==> config.mk <==
export PLATFORM = sky130hd
export DESIGN_NAME = arm_next_pc_evaluator
export DESIGN_NICKNAME = d
export VERILOG_FILES = /design/src/hdl/anpe_pkg.sv /design/src/hdl/anpe_decode.sv /design/src/hdl/arm_next_pc_evaluator.sv
export SDC_FILE = /design/constraint.sdc
export NUM_CORES = 2
export LEC_CHECK = 0
export ABC_AREA = 0
export BUFFER_PORTS_ARGS = -buffer_cell sky130_fd_sc_hd__buf_2
export CAP_MARGIN = 20
export CORE_UTILIZATION = 28
export CTS_CLUSTER_SIZE = 12
export DETAILED_ROUTE_END_ITERATION = 7
export PLACE_DENSITY = 0.42
export SLEW_MARGIN = 20
export SYNTH_ARGS = -nofsm -noshare
export SYNTH_HDL_FRONTEND = slang
export SYNTH_SLANG_ARGS = --single-unit
==> constraint.sdc <==
create_clock -name clk_i -period 13.5 [get_ports clk_i]
set_input_delay 1.35 -clock clk_i [delete_from_list [all_inputs] [get_ports clk_i]]
set_output_delay 1.35 -clock clk_i [all_outputs]
set_load 0.01 [all_outputs]
==> src/hdl/anpe_pkg.sv <==
// package for the arm next pc evaluator: status codes, operation codes, shared functions
// no dependencies
`timescale 1ns / 1ps
package anpe_pkg;

  typedef enum logic [1:0] {
    OP_WRITE  = 2'd0,
    OP_EVAL   = 2'd1,
    OP_SUPPLY = 2'd2,
    OP_NONE   = 2'd3
  } op_e;

  typedef enum logic [2:0] {
    ST_OK         = 3'd0,
    ST_INVALID    = 3'd1,
    ST_UNALIGNED  = 3'd2,
    ST_UNPRED     = 3'd3,
    ST_UNSUP      = 3'd4,
    ST_LOADREQ    = 3'd5,
    ST_NOLOAD     = 3'd6
  } status_e;

  typedef struct packed {
    status_e     status;
    logic [31:0] target;
    logic        thumb;
    logic [31:0] laddr;
  } result_t;

  localparam int unsigned NumRegs = 15;

  function automatic result_t mk_result(status_e st, logic [31:0] tgt, logic th,
                                        logic [31:0] la);
    result_t r;
    r.status = st;
    r.target = tgt;
    r.thumb  = th;
    r.laddr  = la;
    return r;
  endfunction

  function automatic result_t interwork(logic [31:0] a);
    result_t r;
    if (a[0]) r = mk_result(ST_OK, {a[31:1], 1'b0}, 1'b1, 32'd0);
    else if (a[1]) r = mk_result(ST_UNPRED, 32'd0, 1'b0, 32'd0);
    else r = mk_result(ST_OK, a, 1'b0, 32'd0);
    return r;
  endfunction

endpackage

==> src/hdl/anpe_decode.sv <==
// combinational next pc evaluation for one arm instruction
// depends on anpe_pkg; register operands come from the register file in the top level
`timescale 1ns / 1ps
module anpe_decode (
  input  logic [31:0]      ins_i,
  input  logic [31:0]      pc_i,
  input  logic [31:0]      cpsr_i,
  input  logic [31:0]      regs_i [15],
  output anpe_pkg::result_t res_o
);
  import anpe_pkg::*;

  logic [31:0] pc8, pc4, rm_val, rn_val, sh_val, op2, r, off_b, ldr_off, base, addr;
  logic [31:0] start, ldm_addr;
  logic [3:0]  cond, rm, rn, op;
  logic [4:0]  amt;
  logic [4:0]  cnt;
  logic        n, z, cy, v, cok, carry;

  function automatic logic [31:0] rd(logic [3:0] i, logic [31:0] p8,
                                     logic [31:0] rf [15]);
    return (i == 4'd15) ? p8 : rf[i];
  endfunction

  always_comb begin
    pc8   = pc_i + 32'd8;
    pc4   = {pc_i[31:2] + 30'd1, 2'b00};
    cond  = ins_i[31:28];
    rm    = ins_i[3:0];
    rn    = ins_i[19:16];
    op    = ins_i[24:21];
    amt   = ins_i[11:7];
    n = cpsr_i[31]; z = cpsr_i[30]; cy = cpsr_i[29]; v = cpsr_i[28];
    carry = cy;
    case (cond)
      4'h0: cok = z;
      4'h1: cok = !z;
      4'h2: cok = cy;
      4'h3: cok = !cy;
      4'h4: cok = n;
      4'h5: cok = !n;
      4'h6: cok = v;
      4'h7: cok = !v;
      4'h8: cok = cy && !z;
      4'h9: cok = !cy || z;
      4'ha: cok = n == v;
      4'hb: cok = n != v;
      4'hc: cok = !z && (n == v);
      4'hd: cok = z || (n != v);
      4'he: cok = 1'b1;
      default: cok = 1'b0;
    endcase
    rm_val = rd(rm, pc8, regs_i);
    rn_val = rd(rn, pc8, regs_i);
    // immediate shifter
    case (ins_i[6:5])
      2'd0: sh_val = rm_val << amt;
      2'd1: sh_val = (amt == 5'd0) ? 32'd0 : rm_val >> amt;
      2'd2: sh_val = (amt == 5'd0) ? {32{rm_val[31]}} : 32'($signed(rm_val) >>> amt);
      default: sh_val = (amt == 5'd0) ? {carry, rm_val[31:1]}
                                      : ((rm_val >> amt) | (rm_val << (6'd32 - {1'b0, amt})));
    endcase
    if (ins_i[25]) op2 = {24'd0, ins_i[7:0]} >> {ins_i[11:8], 1'b0}
                       | {24'd0, ins_i[7:0]} << (6'd32 - {1'b0, ins_i[11:8], 1'b0});
    else op2 = sh_val;
    if (ins_i[11:8] == 4'd0 && ins_i[25]) op2 = {24'd0, ins_i[7:0]};
    case (op)
      4'h0: r = rn_val & op2;
      4'h1: r = rn_val ^ op2;
      4'h2: r = rn_val - op2;
      4'h3: r = op2 - rn_val;
      4'h4: r = rn_val + op2;
      4'h5: r = rn_val + op2 + {31'd0, carry};
      4'h6: r = rn_val - op2 - {31'd0, !carry};
      4'h7: r = op2 - rn_val - {31'd0, !carry};
      4'hc: r = rn_val | op2;
      4'hd: r = op2;
      4'he: r = rn_val & ~op2;
      default: r = ~op2;
    endcase
    off_b   = {{6{ins_i[23]}}, ins_i[23:0], 2'b00};
    ldr_off = ins_i[25] ? sh_val : {20'd0, ins_i[11:0]};
    base    = rn_val;
    addr    = !ins_i[24] ? base : (ins_i[23] ? base + ldr_off : base - ldr_off);
    cnt = 5'd0;
    for (int i = 0; i < 16; i++) cnt = cnt + 5'(ins_i[i]);
    if (ins_i[23]) start = base + (ins_i[24] ? 32'd4 : 32'd0);
    else start = base - {25'd0, cnt, 2'b00} + (ins_i[24] ? 32'd0 : 32'd4);
    ldm_addr = start + {25'd0, cnt - 5'd1, 2'b00};

    res_o = mk_result(ST_OK, pc4, 1'b0, 32'd0);
    if (cpsr_i[5] || cpsr_i[24]) res_o = mk_result(ST_INVALID, 32'd0, 1'b0, 32'd0);
    else if (pc_i[1:0] != 2'd0) res_o = mk_result(ST_UNALIGNED, 32'd0, 1'b0, 32'd0);
    else if (cond != 4'hf && !cok) res_o = mk_result(ST_OK, pc4, 1'b0, 32'd0);
    else if ((ins_i & 32'hfe000000) == 32'hfa000000)
      res_o = mk_result(ST_OK, (pc8 + (off_b | {30'd0, ins_i[24], 1'b0})) & ~32'd1,
                        1'b1, 32'd0);
    else if (cond == 4'hf) res_o = mk_result(ST_OK, pc4, 1'b0, 32'd0);
    else if ((ins_i & 32'h0ffffff0) == 32'h012fff20)
      res_o = mk_result(ST_UNSUP, 32'd0, 1'b0, 32'd0);
    else if ((ins_i & 32'hfff000f0) == 32'he1200070 || ins_i[27:24] == 4'hf)
      res_o = mk_result(ST_UNSUP, 32'd0, 1'b0, 32'd0);
    else if ((ins_i & 32'h0ffffff0) == 32'h012fff10 ||
             (ins_i & 32'h0ffffff0) == 32'h012fff30) begin
      if (ins_i[5] && rm == 4'd15) res_o = mk_result(ST_UNPRED, 32'd0, 1'b0, 32'd0);
      else res_o = interwork(rm_val);
    end else if (ins_i[27:25] == 3'b101)
      res_o = mk_result(ST_OK, (pc8 + off_b) & ~32'd3, 1'b0, 32'd0);
    else if ((ins_i & 32'h0e100000) == 32'h08100000 && ins_i[15]) begin
      if (ins_i[22]) res_o = mk_result(ST_UNSUP, 32'd0, 1'b0, 32'd0);
      else if (rn == 4'd15 || (ins_i[21] && ins_i[rn]))
        res_o = mk_result(ST_UNPRED, 32'd0, 1'b0, 32'd0);
      else if (ldm_addr[1:0] != 2'd0) res_o = mk_result(ST_UNALIGNED, 32'd0, 1'b0, 32'd0);
      else res_o = mk_result(ST_LOADREQ, 32'd0, 1'b0, ldm_addr);
    end else if ((ins_i & 32'h0c100000) == 32'h04100000 && ins_i[15:12] == 4'hf) begin
      if (ins_i[22] || (!ins_i[24] && ins_i[21]) ||
          (rn == 4'd15 && (!ins_i[24] || ins_i[21])) ||
          (ins_i[25] && (ins_i[4] || rm == 4'd15)))
        res_o = mk_result(ST_UNPRED, 32'd0, 1'b0, 32'd0);
      else if (addr[1:0] != 2'd0) res_o = mk_result(ST_UNALIGNED, 32'd0, 1'b0, 32'd0);
      else res_o = mk_result(ST_LOADREQ, 32'd0, 1'b0, addr);
    end else if (!((ins_i & 32'h0fb0fff0) == 32'h0120f000 ||
                   (ins_i & 32'h0fb0f000) == 32'h0320f000) &&
                 ((ins_i & 32'h0e000000) == 32'h02000000 ||
                  (ins_i & 32'h0e000010) == 32'h00000000 ||
                  (ins_i & 32'h0e000090) == 32'h00000010) &&
                 ins_i[15:12] == 4'hf) begin
      if ((!ins_i[25] && ins_i[4]) || (op[3:2] == 2'b10))
        res_o = mk_result(ST_UNPRED, 32'd0, 1'b0, 32'd0);
      else if (ins_i[20]) res_o = mk_result(ST_UNSUP, 32'd0, 1'b0, 32'd0);
      else res_o = mk_result(ST_OK, r & ~32'd3, 1'b0, 32'd0);
    end
  end

endmodule

==> src/hdl/arm_next_pc_evaluator.sv <==
// top level of the arm next pc evaluator: input register, register file, result register
// depends on anpe_pkg and anpe_decode
// path from input transfer to result valid: input register, then result register
// throughput: one item per cycle while the output is not stalled; the decode is a single combinational pass
// a full output register holds while stalled; the input register drains into it when it is free
// reset clears valid flags, the register file and the pending-load flag
`timescale 1ns / 1ps
module arm_next_pc_evaluator (
  input  logic         clk_i,
  input  logic         rst_ni,
  input  logic         s_axis_tvalid,
  output logic         s_axis_tready,
  // operation[1:0], reg_index[5:2], data_word[37:6], instruction[69:38],
  // pc[101:70], cpsr[133:102], zero fill to 136
  input  logic [135:0] s_axis_tdata,
  output logic         m_axis_tvalid,
  input  logic         m_axis_tready,
  // status[2:0], target_address[34:3], thumb[35], load_address[67:36], zero fill to 72
  output logic [71:0]  m_axis_tdata
);
  import anpe_pkg::*;

  logic [133:0] in_q;
  logic         in_vld_q, out_vld_q;
  result_t      out_q, res_d, dec_res;
  logic [31:0]  rf_q [NumRegs];
  logic         pend_q, pend_d;
  logic         adv, out_free;
  op_e          op;
  logic [3:0]   idx;
  logic [31:0]  data;

  assign out_free      = !out_vld_q || m_axis_tready;
  assign adv           = in_vld_q && out_free;
  assign s_axis_tready = !in_vld_q || out_free;
  assign op   = op_e'(in_q[1:0]);
  assign idx  = in_q[5:2];
  assign data = in_q[37:6];

  anpe_decode u_dec (
    .ins_i (in_q[69:38]),
    .pc_i  (in_q[101:70]),
    .cpsr_i(in_q[133:102]),
    .regs_i(rf_q),
    .res_o (dec_res)
  );

  always_comb begin
    pend_d = pend_q;
    unique case (op)
      OP_WRITE: res_d = mk_result(ST_OK, 32'd0, 1'b0, 32'd0);
      OP_EVAL: begin
        res_d  = dec_res;
        pend_d = dec_res.status == ST_LOADREQ;
      end
      OP_SUPPLY: begin
        if (!pend_q) res_d = mk_result(ST_NOLOAD, 32'd0, 1'b0, 32'd0);
        else begin
          res_d  = interwork(data);
          pend_d = 1'b0;
        end
      end
      default: res_d = mk_result(ST_UNSUP, 32'd0, 1'b0, 32'd0);
    endcase
  end

  always_ff @(posedge clk_i or negedge rst_ni) begin
    if (!rst_ni) begin
      in_vld_q  <= 1'b0;
      out_vld_q <= 1'b0;
      pend_q    <= 1'b0;
      for (int i = 0; i < NumRegs; i++) rf_q[i] <= 32'd0;
    end else begin
      if (s_axis_tready) in_vld_q <= s_axis_tvalid;
      if (out_free) out_vld_q <= in_vld_q;
      if (adv) begin
        pend_q <= pend_d;
        if (op == OP_WRITE && idx != 4'd15) rf_q[idx] <= data;
      end
    end
  end

  always_ff @(posedge clk_i) begin
    if (s_axis_tready && s_axis_tvalid) in_q <= s_axis_tdata[133:0];
    if (adv) out_q <= res_d;
  end

  assign m_axis_tvalid = out_vld_q;
  assign m_axis_tdata  = {4'd0, out_q.laddr, out_q.thumb, out_q.target, out_q.status};

  a_hold: assert property (@(posedge clk_i) disable iff (!rst_ni)
    out_vld_q && !m_axis_tready |=> $stable(out_q))
    else $error("result changed while stalled");
  a_pend: assert property (@(posedge clk_i) disable iff (!rst_ni)
    adv && op == OP_SUPPLY |=> !pend_q)
    else $error("pending load not cleared");
  a_req: assert property (@(posedge clk_i) disable iff (!rst_ni)
    adv && res_d.status == ST_LOADREQ |=> pend_q)
    else $error("load request without pending flag");

endmodule
==> metrics.txt <==
status=finished clean; Final setup viols=0; hold_ws=just under 0.5 ns; crit-path max FO=17; Avg Vias per Cell=roughly 6.2; via count=~64k; H-Tree Depth=3; Setup crit end kind=flop; Period minus WS final=about 12 ns; share of layout cells above drive strength 1=0.220; EDFF count, synth=about 180; Main synth FF type=dfrtp_1; Mean Syn Cell Area=~9 µm²; pin count of the biggest net entering global routing=between 100 and 150; GRT Total Usage=0.321; power per cell area=approximately 130 nW/µm²; residual overflow from global routing=0; Power, Total=9.54 mW; CP Class=flop to flop; Slew Viols, Final=0; ys async rst share=0.734; MaxCap Viol Count=0; Achievable Freq=slightly above 80 MHz; RSZ-0062 raised after global routing=false; delay-heaviest family, CP=compound AO/OA/AOI/OAI gates; Die Span Y=479 µm; max incr delay on CP=between 0.8 and 0.9 ns; Yosys reg bits=approximately 660; Worst path depth=34; chip width=479 µm; HP Class=flop to flop; Final TNS setup=0 ns; Die ar.=around 230000 µm²; CP bufs+invs=5; Rel. slew slack=0.124; Port Buffers=180; final core occ=0.321; hpwl dp=approximately 290 mm; Post-Route WL=approximately 380 mm; Gate Count Post-Synth=7059; Post-route DRC=0; first-pass GRT wire length=about 520 mm; clock slew at reported path FFs=0.06 ns; Boundary Pins=approximately 210; clock skew=between 0.1 and 0.15 ns; clock root buffer=clkbuf_16; Initial Util=0.283; initial antenna violation count=26; CTS Buf Count=slightly above 80; Resize count post-CTS=0; vias in the first global route=~60k; CTS Sinks=658; Clk Latency, worst-skew pair=between 0.7 and 0.8 ns; cell mode on critical path=buf_4; Startpoint Class=flop; Rows=about 170; Detailed Route Iter0 Violations=8948; Pre-antenna DRT Iters=6; Netlist cell types=roughly 120; CTS Hold Bufs=0; critical path arrival=about 13 ns; register area share after synthesis=0.272; worst reg2reg path depth=34; CTS tree=built; maximum clock insertion buffer count=3; Setup Buffers After CTS=0; Worst EP required=around 14 ns; Hold Path Stages=1; Yosys warning total=0; Routed Antenna Nets=0; Worst path slowest cell=o31ai_1; count of final hold-check violations=0; Core ar.=about 230000 µm²; Leak=between 20 and 30 nW; WL per Instance=37.0 µm; routability cong.=about 1.1; Cell Area, Synth=63700 µm²; synthesis-to-finish area growth=13.5%; Nets=7615; Peak VDD IR=102 µV; Final Cycle Share=0.920; Worst-Margin Slew=1.31 ns
## power by group
part	leakage, nW	internal, mW	switching [mW]
clock	1.33	1.31	0.976
combinational	19.9	1.68	3.07
sequential	8.18	2.29	0.209
total	29.4	5.28	4.26
## Yosys cell counts, drive strengths merged, types with 29 or more instances
cell type | n | area, µm²
o21ai | 387 | 1940
o31ai | 49 | 387
a32oi | 32 | 280
xnor2 | 248 | 2170
nor4 | 38 | 253
a22oi | 74 | 556
a2111oi | 32 | 289
edfxtp | 175 | 5260
o211ai | 68 | 524
nand2 | 562 | 2110
mux4 | 232 | 5230
o21bai | 56 | 420
dfrtp | 483 | 12100
o21a | 44 | 330
and2 | 63 | 394
mux2 | 532 | 5990
or3 | 39 | 244
a211oi | 76 | 591
or2 | 32 | 200
a221o | 32 | 320
a31oi | 90 | 569
mux2i | 187 | 1870
o22ai | 97 | 607
a211o | 34 | 298
o311ai | 29 | 254
ha | 268 | 3350
inv | 204 | 766
and3 | 47 | 294
clkbuf | 357 | 1340
nor2 | 628 | 2360
nand4 | 82 | 519
nor2b | 40 | 250
a21oi | 533 | 2670
nand3 | 156 | 791
nor3 | 144 | 732
xor2 | 112 | 981
a221oi | 69 | 611
nand2b | 48 | 300
a21o | 72 | 541
o221ai | 56 | 490
buf | 173 | 940
## placed cells by master (no fill, tap or decap), types with 81 or more instances in the layout
master	instances
o22ai_1	97
edfxtp_1	175
inv_1	197
mux4_2	231
nand3_1	153
nand2_1	560
mux2_2	528
buf_4	374
a21oi_1	531
nand4_1	81
xor2_1	111
nor3_1	136
mux2i_1	186
nor2_1	612
ha_1	267
a31oi_1	87
xnor2_1	247
buf_2	180
clkbuf_16	84
o21ai_0	360
dfrtp_1	483
## kinds of logic (layout without fill, tap and decap cells)
group,after synthesis,after routing,share of synthesized area
AOI/OAI and AO/OA,2095,2095,0.221
and+or+nand+nor,1969,1969,0.145
muxes,951,951,0.206
buffers and inverters,739,931,0.0482
DFF,658,658,0.272
xor gates and xnor gates,360,360,0.0495
adders and majority gates,286,286,0.0583
other,1,11,0.0000589
## final timing paths
check,slack (ns),start,to
max,1.08,in_q[38],m_axis_tdata[25]
min,0.49,in_vld_q,m_axis_tvalid
max reg2reg,1.08,in_q[38],m_axis_tdata[25]
min reg2reg,0.49,in_vld_q,m_axis_tvalid
max in group asynchronous,11.17,rst_ni,rf_q[219]
min in group asynchronous,0.65,rst_ni,rf_q[362]
## state kept, by name (all words and copies together) (netlist names)
name,cells
in_q,108
in_vld_q,1
pend_q,1
m_axis_tvalid,1
rf_q,480
m_axis_tdata,67
## metrics by stage
step,instance area (µm²),instances,setup WS [ns]
final,72300,10300,1.08
after floorplan,63700,7065,3.92
after global routing,72200,10200,1.08
after global placement,69400,10100,1.34
after CTS,72200,10200,1.50
after detailed placement,69400,10100,1.59
## layer usage
metal,track usage,share of wire
met1,0.420,0.41
met2,0.490,0.43
met3,0.0672,0.084
met4,0.183,0.068
met5,0,0.00017
## area by class of cell
| class | instances | area (µm²) |
|---|---|---|
| sequential | 658 | 17300 |
| timing repair buffer | 569 | 4000 |
| clock buffer | 119 | 2340 |
| inverter | 209 | 786 |
| antenna | 4 | 10.0 |
| clock inverter | 34 | 415 |
| tap | 2992 | 3740 |
| multi-input combinational | 5668 | 43600 |
| fill | 23700 | 153000 |
Note: power is estimated with default switching activity, not from simulation.
